`config.mk`:
```
export PLATFORM = sky130hd
export DESIGN_NAME = utf8_turkish_case_converter
export DESIGN_NICKNAME = d
export VERILOG_FILES = /design/src/rtl/core/u8tr_pkg.sv /design/src/rtl/core/utf8_turkish_case_converter.sv
export SDC_FILE = /design/constraint.sdc
export NUM_CORES = 1
export LEC_CHECK = 0
export ABC_AREA = 1
export BUFFER_PORTS_ARGS = -buffer_cell sky130_fd_sc_hd__buf_2
export CORE_UTILIZATION = 49
export DETAILED_ROUTE_END_ITERATION = 10
export HOLD_SLACK_MARGIN = 0.15
export PLACE_DENSITY = 0.77
export SYNTH_ARGS = -nofsm -noshare
export SYNTH_HDL_FRONTEND = slang
export SYNTH_SLANG_ARGS = --single-unit
```
`constraint.sdc`:
```
create_clock -name i_clk -period 2.3 [get_ports i_clk]
set_clock_uncertainty 0.2 [all_clocks]
set_input_delay 0.46 -clock i_clk [delete_from_list [all_inputs] [get_ports i_clk]]
set_output_delay 0.46 -clock i_clk [all_outputs]
set_load 0.005 [all_outputs]
```
`src/rtl/core/u8tr_pkg.sv`:
```
// ============================================================================
// u8tr_pkg
// Shared constants and case mapping for the UTF-8 Turkish case converter.
// ============================================================================
package u8tr_pkg;

    localparam int unsigned CODE_W = 21;
    localparam int unsigned BYTE_W = 8;
    localparam int unsigned APB_AW = 3;
    localparam int unsigned APB_DW = 32;

    // Register map, as register indexes.
    localparam logic REG_CASE_MODE = 1'b0;

    // Values of the case_mode register.
    localparam logic MODE_UPPER = 1'b0;
    localparam logic MODE_LOWER = 1'b1;

    // Lead byte classes.
    localparam logic [7:0] LEAD2_MASK = 8'hE0;
    localparam logic [7:0] LEAD2_VAL  = 8'hC0;
    localparam logic [7:0] LEAD3_MASK = 8'hF0;
    localparam logic [7:0] LEAD3_VAL  = 8'hE0;
    localparam logic [7:0] LEAD4_MASK = 8'hF8;
    localparam logic [7:0] LEAD4_VAL  = 8'hF0;

    // Encoding range limits.
    localparam logic [CODE_W-1:0] LIM_1BYTE = 21'h000080;
    localparam logic [CODE_W-1:0] LIM_2BYTE = 21'h000800;
    localparam logic [CODE_W-1:0] LIM_3BYTE = 21'h010000;

    // Code points with Turkish case rules.
    localparam logic [CODE_W-1:0] CP_CAP_I       = 21'h000049;
    localparam logic [CODE_W-1:0] CP_SMALL_I     = 21'h000069;
    localparam logic [CODE_W-1:0] CP_CAP_I_DOT   = 21'h000130;
    localparam logic [CODE_W-1:0] CP_SMALL_I_DL  = 21'h000131;
    localparam logic [CODE_W-1:0] CP_CAP_C_CED   = 21'h0000C7;
    localparam logic [CODE_W-1:0] CP_SMALL_C_CED = 21'h0000E7;
    localparam logic [CODE_W-1:0] CP_CAP_G_BRV   = 21'h00011E;
    localparam logic [CODE_W-1:0] CP_SMALL_G_BRV = 21'h00011F;
    localparam logic [CODE_W-1:0] CP_CAP_O_UML   = 21'h0000D6;
    localparam logic [CODE_W-1:0] CP_SMALL_O_UML = 21'h0000F6;
    localparam logic [CODE_W-1:0] CP_CAP_S_CED   = 21'h00015E;
    localparam logic [CODE_W-1:0] CP_SMALL_S_CED = 21'h00015F;
    localparam logic [CODE_W-1:0] CP_CAP_U_UML   = 21'h0000DC;
    localparam logic [CODE_W-1:0] CP_SMALL_U_UML = 21'h0000FC;
    localparam logic [CODE_W-1:0] CP_CAP_A       = 21'h000041;
    localparam logic [CODE_W-1:0] CP_CAP_Z       = 21'h00005A;
    localparam logic [CODE_W-1:0] CP_SMALL_A     = 21'h000061;
    localparam logic [CODE_W-1:0] CP_SMALL_Z     = 21'h00007A;

    function automatic logic [CODE_W-1:0] map_upper(input logic [CODE_W-1:0] k);
        logic [CODE_W-1:0] r;
        begin
            r = k;
            if (k == CP_SMALL_I) begin
                r = CP_CAP_I_DOT;
            end else if (k == CP_SMALL_I_DL) begin
                r = CP_CAP_I;
            end else if (k >= CP_SMALL_A && k <= CP_SMALL_Z) begin
                r = {k[CODE_W-1:6], 1'b0, k[4:0]};
            end else if (k == CP_SMALL_C_CED) begin
                r = CP_CAP_C_CED;
            end else if (k == CP_SMALL_G_BRV) begin
                r = CP_CAP_G_BRV;
            end else if (k == CP_SMALL_O_UML) begin
                r = CP_CAP_O_UML;
            end else if (k == CP_SMALL_S_CED) begin
                r = CP_CAP_S_CED;
            end else if (k == CP_SMALL_U_UML) begin
                r = CP_CAP_U_UML;
            end
            return r;
        end
    endfunction

    function automatic logic [CODE_W-1:0] map_lower(input logic [CODE_W-1:0] k);
        logic [CODE_W-1:0] r;
        begin
            r = k;
            if (k == CP_CAP_I) begin
                r = CP_SMALL_I_DL;
            end else if (k == CP_CAP_I_DOT) begin
                r = CP_SMALL_I;
            end else if (k >= CP_CAP_A && k <= CP_CAP_Z) begin
                r = {k[CODE_W-1:6], 1'b1, k[4:0]};
            end else if (k == CP_CAP_C_CED) begin
                r = CP_SMALL_C_CED;
            end else if (k == CP_CAP_G_BRV) begin
                r = CP_SMALL_G_BRV;
            end else if (k == CP_CAP_O_UML) begin
                r = CP_SMALL_O_UML;
            end else if (k == CP_CAP_S_CED) begin
                r = CP_SMALL_S_CED;
            end else if (k == CP_CAP_U_UML) begin
                r = CP_SMALL_U_UML;
            end
            return r;
        end
    endfunction

endpackage

```
`src/rtl/core/utf8_turkish_case_converter.sv`:
```
// Output: a character's first output beat is valid in the cycle after its last input byte is taken.
// Throughput: one input byte per cycle while results are single beats and the output is ready;
// a character that re-encodes to more than one byte holds the output register; the next byte is
// taken in the cycle its last beat leaves. Bytes inside a sequence give no beats but at text end.
// Reset: synchronous, active low; clears the decoder and case_mode and empties the output register.
// ============================================================================
// utf8_turkish_case_converter
// Decodes UTF-8 bytes, applies Turkish upper or lower case rules and re-encodes.
// ============================================================================
module utf8_turkish_case_converter (
    input  logic                               i_clk,
    input  logic                               i_rst_n,
    // Input byte channel
    input  logic                               i_in_valid,
    output logic                               o_in_ready,
    input  logic [u8tr_pkg::BYTE_W-1:0]        i_in_byte,
    input  logic                               i_text_end,
    // Output byte channel
    output logic                               o_out_valid,
    input  logic                               i_out_ready,
    output logic [u8tr_pkg::BYTE_W-1:0]        o_out_byte,
    output logic                               o_char_last,
    output logic                               o_text_done,
    output logic                               o_truncated,
    // Configuration port
    input  logic                               psel,
    input  logic                               penable,
    input  logic                               pwrite,
    input  logic [u8tr_pkg::APB_AW-1:0]        paddr,
    input  logic [u8tr_pkg::APB_DW-1:0]        pwdata,
    output logic [u8tr_pkg::APB_DW-1:0]        prdata,
    output logic                               pready
);

    localparam int unsigned CW = u8tr_pkg::CODE_W;
    localparam int unsigned BW = u8tr_pkg::BYTE_W;

    // Decoder state: the code point bits gathered so far and the number of
    // continuation bytes still expected.
    logic [CW-1:0]  r_accum, n_accum;
    logic [1:0]     r_remain, n_remain;

    // Output register: up to four encoded bytes, shifted out from entry 0.
    // r_cnt counts the beats still to send; r_end marks that the last of them
    // closes the text, r_trunc that the beat stands for a dropped sequence.
    logic [BW-1:0]  r_buf [4];
    logic [BW-1:0]  n_buf [4];
    logic [2:0]     r_cnt, n_cnt;
    logic           r_end, n_end;
    logic           r_trunc, n_trunc;

    logic           r_case_mode;

    logic           in_beat;
    logic           out_beat;
    logic           cfg_write;
    logic           emit;
    logic           drop;
    logic [CW-1:0]  code;
    logic [CW-1:0]  mapped;
    logic [BW-1:0]  enc [4];
    logic [2:0]     enc_n;

    // ------------------------------------------------------------------
    // Handshakes. A new byte is taken when the output register is empty or
    // its final beat leaves in this cycle, so a character's beats are never
    // overwritten while still pending.
    // ------------------------------------------------------------------
    assign out_beat   = o_out_valid && i_out_ready;
    assign o_in_ready = (r_cnt == 3'd0) || ((r_cnt == 3'd1) && i_out_ready);
    assign in_beat    = i_in_valid && o_in_ready;

    // ------------------------------------------------------------------
    // Configuration register. Only the case_mode slot is implemented; a
    // write elsewhere in the map is ignored and reads back as zero.
    // ------------------------------------------------------------------
    assign pready    = 1'b1;
    assign cfg_write = psel && penable && pwrite && pready;
    assign prdata    = (paddr[2] == u8tr_pkg::REG_CASE_MODE)
                       ? {{(u8tr_pkg::APB_DW-1){1'b0}}, r_case_mode}
                       : '0;

    always_ff @(posedge i_clk) begin
        if (!i_rst_n) begin
            r_case_mode <= u8tr_pkg::MODE_UPPER;
        end else if (cfg_write && paddr[2] == u8tr_pkg::REG_CASE_MODE) begin
            r_case_mode <= pwdata[0];
        end
    end

    // ------------------------------------------------------------------
    // Decode. A lead byte opens a sequence; any byte while one is open is
    // taken as a continuation byte without checking its top bits. ASCII and
    // bytes that are neither complete a character on their own as Latin-1.
    // ------------------------------------------------------------------
    always_comb begin
        n_accum  = r_accum;
        n_remain = r_remain;
        emit     = 1'b0;
        code     = {{(CW-BW){1'b0}}, i_in_byte};
        if (r_remain == 2'd0) begin
            if (i_in_byte[7] == 1'b0) begin
                emit = 1'b1;
            end else if ((i_in_byte & u8tr_pkg::LEAD2_MASK) == u8tr_pkg::LEAD2_VAL) begin
                n_accum  = {{(CW-5){1'b0}}, i_in_byte[4:0]};
                n_remain = 2'd1;
            end else if ((i_in_byte & u8tr_pkg::LEAD3_MASK) == u8tr_pkg::LEAD3_VAL) begin
                n_accum  = {{(CW-4){1'b0}}, i_in_byte[3:0]};
                n_remain = 2'd2;
            end else if ((i_in_byte & u8tr_pkg::LEAD4_MASK) == u8tr_pkg::LEAD4_VAL) begin
                n_accum  = {{(CW-3){1'b0}}, i_in_byte[2:0]};
                n_remain = 2'd3;
            end else begin
                emit = 1'b1;
            end
        end else begin
            code     = {r_accum[CW-7:0], i_in_byte[5:0]};
            n_remain = r_remain - 2'd1;
            n_accum  = code;
            if (r_remain == 2'd1) begin
                emit    = 1'b1;
                n_accum = '0;
            end
        end
        // A sequence still open after the final byte of the text is dropped.
        drop = !emit && i_text_end;
        if (drop) begin
            n_accum  = '0;
            n_remain = 2'd0;
        end
    end

    // Case mapping and shortest-form re-encoding.
    assign mapped = (r_case_mode == u8tr_pkg::MODE_LOWER) ? u8tr_pkg::map_lower(code)
                                                          : u8tr_pkg::map_upper(code);

    always_comb begin
        enc[0] = '0;
        enc[1] = '0;
        enc[2] = '0;
        enc[3] = '0;
        if (mapped < u8tr_pkg::LIM_1BYTE) begin
            enc[0] = mapped[7:0];
            enc_n  = 3'd1;
        end else if (mapped < u8tr_pkg::LIM_2BYTE) begin
            enc[0] = {3'b110, mapped[10:6]};
            enc[1] = {2'b10, mapped[5:0]};
            enc_n  = 3'd2;
        end else if (mapped < u8tr_pkg::LIM_3BYTE) begin
            enc[0] = {4'b1110, mapped[15:12]};
            enc[1] = {2'b10, mapped[11:6]};
            enc[2] = {2'b10, mapped[5:0]};
            enc_n  = 3'd3;
        end else begin
            enc[0] = {5'b11110, mapped[20:18]};
            enc[1] = {2'b10, mapped[17:12]};
            enc[2] = {2'b10, mapped[11:6]};
            enc[3] = {2'b10, mapped[5:0]};
            enc_n  = 3'd4;
        end
    end

    // ------------------------------------------------------------------
    // Output register. Each delivered beat shifts the pending bytes down;
    // an accepted byte that yields results loads the register afresh.
    // ------------------------------------------------------------------
    always_comb begin
        n_buf   = r_buf;
        n_cnt   = r_cnt;
        n_end   = r_end;
        n_trunc = r_trunc;
        if (out_beat) begin
            n_buf[0] = r_buf[1];
            n_buf[1] = r_buf[2];
            n_buf[2] = r_buf[3];
            n_cnt    = r_cnt - 3'd1;
        end
        if (in_beat && emit) begin
            n_buf   = enc;
            n_cnt   = enc_n;
            n_end   = i_text_end;
            n_trunc = 1'b0;
        end else if (in_beat && drop) begin
            n_buf[0] = '0;
            n_cnt    = 3'd1;
            n_end    = 1'b1;
            n_trunc  = 1'b1;
        end
    end

    always_ff @(posedge i_clk) begin
        if (!i_rst_n) begin
            r_accum  <= '0;
            r_remain <= 2'd0;
            r_cnt    <= 3'd0;
            r_end    <= 1'b0;
            r_trunc  <= 1'b0;
        end else begin
            if (in_beat) begin
                r_accum  <= n_accum;
                r_remain <= n_remain;
            end
            r_cnt   <= n_cnt;
            r_end   <= n_end;
            r_trunc <= n_trunc;
        end
    end

    always_ff @(posedge i_clk) begin
        r_buf <= n_buf;
    end

    assign o_out_valid = (r_cnt != 3'd0);
    assign o_out_byte  = r_buf[0];
    assign o_char_last = (r_cnt == 3'd1) && !r_trunc;
    assign o_text_done = (r_cnt == 3'd1) && r_end;
    assign o_truncated = r_trunc;

`ifndef ASSERT_OFF
    // No byte is taken while more than one beat of a character is pending.
    a_no_overrun: assert property (@(posedge i_clk) disable iff (!i_rst_n)
        (r_cnt > 3'd1) |-> !o_in_ready)
        else $error("input accepted while output beats pending");

    // The final byte of the text always leaves the decoder idle.
    a_end_idle: assert property (@(posedge i_clk) disable iff (!i_rst_n)
        (in_beat && i_text_end) |=> (r_remain == 2'd0))
        else $error("sequence left open after text end");

    // With no sequence open, the accumulator holds nothing.
    a_idle_clear: assert property (@(posedge i_clk) disable iff (!i_rst_n)
        (r_remain == 2'd0) |-> (r_accum == '0))
        else $error("stale code bits while decoder idle");

    // A truncation beat is a single beat that closes the text.
    a_trunc_beat: assert property (@(posedge i_clk) disable iff (!i_rst_n)
        (o_out_valid && o_truncated) |-> (o_text_done && !o_char_last && r_cnt == 3'd1))
        else $error("malformed truncation beat");
`endif

endmodule

```
==> impl_metrics.env <==
export IMPL_rsz0062_at_grt="yes"
export IMPL_r2r_end="r_buf[21]$_DFFE_PP_"
export IMPL_nets=727
export IMPL_dieHeight_um=90.5
export IMPL_drt_total_wl_mm=11.0
export IMPL_path_buf_inv=4
export IMPL_power_leakage_nw=2.35
export IMPL_internal_power_mw=2.47
export IMPL_yosys_warnings=0
export IMPL_syn2layout_area_growth_pct=31.0
export IMPL_dp_hpwl_mm=7.97
export IMPL_drcViolationCount=0
export IMPL_switching_share=0.397
export IMPL_critPathMaxStageDelay_ns=0.36
export IMPL_max_vdd_ir_drop_mv=0.370
export IMPL_status="finished with violations"
export IMPL_synth_edf_count=29
export IMPL_clk_path_buf_depth=2
export IMPL_crit_chain="buf_6, nor2_4, buf_4, nand2_2, nand2_4, buf_4, buf_4, nor3b_2, nand3_1, nand2_1, nor2_1, nand2_1, nand2_2, nand3_1, nand2_1, nand2_1, nand2_1"
export IMPL_synth_avg_cell_area_um2=6.94
export IMPL_holdCritPathClass="primary input to flop"
export IMPL_overflow=0
export IMPL_hold_end="r_case_mode$_SDFFE_PN0P_"
export IMPL_holdWs_ns=0.221
export IMPL_io_buffers=31
export IMPL_multi_input_area_um2=2240
export IMPL_final_cells=773
export IMPL_cts_max_level=2
export IMPL_track_usage=0.263
export IMPL_hold_violations=0
export IMPL_timing_final_ws_setup_ns=-0.0723
export IMPL_violations="setup timing"
export IMPL_power_density_nw_per_um2=816
export IMPL_period_share=1.03
export IMPL_yosysTopAreaCellShare=0.227
export IMPL_wl_per_cell_um=14.3
export IMPL_holdPathStages=2
export IMPL_setup_violations=14
export IMPL_clkPwrFrac=0.130
export IMPL_place_gp_congestion=0.923
export IMPL_antenna_cells=0
export IMPL_start_util=0.518
export IMPL_synthDistinctLibCells=43
export IMPL_grt_pass1_wl_mm=17.5
export IMPL_critPathKind="flop to flop"
export IMPL_grt_max_degree=18
export IMPL_postSynthCellCount=553
export IMPL_slowest_stage="dfxtp_2"
export IMPL_antenna_found_initial=0
export IMPL_clock_latency_ns=0.31
export IMPL_cts_inserted_buffers=5
export IMPL_ant_nets=0
export IMPL_p_sw_mw=1.63
export IMPL_cp_start_kind="flop"
export IMPL_synth_async_reset_ratio=0
export IMPL_fmax_ghz=0.422
export IMPL_endpoint_kind="flop"
export IMPL_final_common_cell="nand2_1"
export IMPL_crit_top_cell="nand2_1"
export IMPL_drt_iter0_markers=284
export IMPL_via_per_inst=5.17
export IMPL_dpl_worst_slack_ns=-0.263
export IMPL_max_cap_viol_count=0
export IMPL_tritoncts="done"
export IMPL_syn_area_um2=3840
export IMPL_hold_buffers=0
export IMPL_p_seq_frac=0.369
export IMPL_maxSlewViolCount=0
export IMPL_r2r_cells=17
export IMPL_netlist_top_cells_area="edfxtp_1 (23%), nand2_1 (17%), dfxtp_1 (12%)"
export IMPL_io_pins=97
export IMPL_vias=3996
export IMPL_critPathTopFamily="simple AND/OR/NAND/NOR gates"
export IMPL_critPathMaxFanout=6
export IMPL_slew_headroom=0.639
export IMPL_grt_pass1_vias=3777
export IMPL_dr_pass1_iters=5
export IMPL_regArea_um2=1340
export IMPL_die_area_um2=8190
export IMPL_fillers=601
export IMPL_synth_seq_area_share=0.347
export IMPL_drive_gt1_frac=0.353
export IMPL_yosys_area_top_type="edfxtp_1"
export IMPL_mostFrequentLayoutCells="nand2_1 (151), buf_4 (96), inv_1 (51)"
export IMPL_crit_reg2reg_launch="r_remain[0]$_SDFFE_PN0P_"
export IMPL_period_minus_slack_ns=2.37
export IMPL_cp_data_arrival_time_ns=2.25
export IMPL_crit_path_start="r_remain[0]$_SDFFE_PN0P_"
export IMPL_die_x_um=90.5
export IMPL_cts_clk_slew_worst_paths_ns=0.11
export IMPL_placedCellCount=744
export IMPL_hp_start="pwdata[0]"
export IMPL_ys_ff_latch=52
export IMPL_cts_num_sinks=52
export IMPL_row_count=31
export IMPL_r2r_slack_ns=-0.07
export IMPL_cp_data_required_time_ns=2.18
export IMPL_worst_slew_pin_slew_ns=0.541
export IMPL_core_area_um2=7410
export IMPL_p_comb_frac=0.500
export IMPL_cts_root_buf="clkbuf_8"
export IMPL_synth_flop_cell="edfxtp_1"
how the worst max path moves through the flow:
stage / end / cells past startpoint
after floorplan: o_out_byte[0]$_DFFE_PP_ / 9
after global placement: r_buf[21]$_DFFE_PP_ / 14
after detailed placement: r_buf[21]$_DFFE_PP_ / 15
after CTS: r_buf[21]$_DFFE_PP_ / 16
after global routing: r_buf[13]$_DFFE_PP_ / 17
final: r_buf[21]$_DFFE_PP_ / 17
per-stage QoR:
| step | power (mW) | utilization | area (um2) | TNS (ns) |
|---|---|---|---|---|
| finish | 4.10 | 0.678 | 5020 | -0.561 |
| global route | 4.37 | 0.678 | 5020 | -2.73 |
| CTS | 3.89 | 0.648 | 4800 | -0.504 |
| detailed placement | 3.26 | 0.606 | 4490 | -4.17 |
| global placement | 3.20 | 0.606 | 4490 | -2.83 |
| floorplan | 2.69 | - | 3950 | 0 |
kinds of logic after synthesis:
logic type                 after synthesis  synth area share
DFF                                     52             0.347
other                                    2           0.00196
and+or+nand+nor                        301             0.351
AOI/OAI and AO/OA                       81             0.124
xor gates and xnor gates                 1           0.00228
buffers and inverters                  113             0.163
adders and majority gates                3           0.00979
cells in the mapped netlist (6+ instances only):
| cell | instances |
|---|---|
| a21oi_1 | 21 |
| buf_4 | 41 |
| clkbuf_1 | 6 |
| dfxtp_1 | 23 |
| edfxtp_1 | 29 |
| inv_1 | 51 |
| nand2_1 | 171 |
| nand2_2 | 6 |
| nand2_4 | 8 |
| nand3_1 | 21 |
| nand4_1 | 11 |
| nor2_1 | 63 |
| nor2_2 | 6 |
| o21ai_0 | 25 |
| o21ai_1 | 6 |
power groups by stage:
stage	registers, mW	clock network, mW	logic (mW)
floorplan	1.50	0	1.19
global placement	1.51	0	1.68
CTS	1.51	0.530	1.85
detailed placement	1.53	0	1.73
global route	1.54	0.570	2.26
finish	1.51	0.534	2.05
layout make-up:
class,count,area share
Clock buffer,5,0.0137
Clock inverter,3,0.00374
Inverter,59,0.0473
Multi-Input combinational cell,418,0.445
Sequential cell,52,0.266
Tap cell,99,0.0247
Timing Repair Buffer,136,0.198
Timing Repair inverter,1,0.00149
state kept, by name (all words and copies together), names as in the netlist:
signal and flops:
r_end 1, r_buf 21, o_out_byte 8, r_accum 15, r_case_mode 1, o_truncated 1, r_remain 2, r_cnt 3
metal layers:
| layer | up-vias | track usage | routed length, um |
|---|---|---|---|
| li1 | 1958 | - | - |
| met5 | - | 0 | 0 |
| met1 | 1836 | 0.334 | 4630 |
| met2 | 161 | 0.436 | 5380 |
| met3 | 41 | 0.0404 | 578 |
| met4 | 0 | 0.124 | 450 |
repair_timing:
item,CTS,global route
pin swaps,13,15
gates resized for setup,44,50
endpoints found under the hold margin,0,0
cloned,0,1
setup buffers,10,10
setup endpoints to repair,34,36
Power figures use the tool's default switching activity.
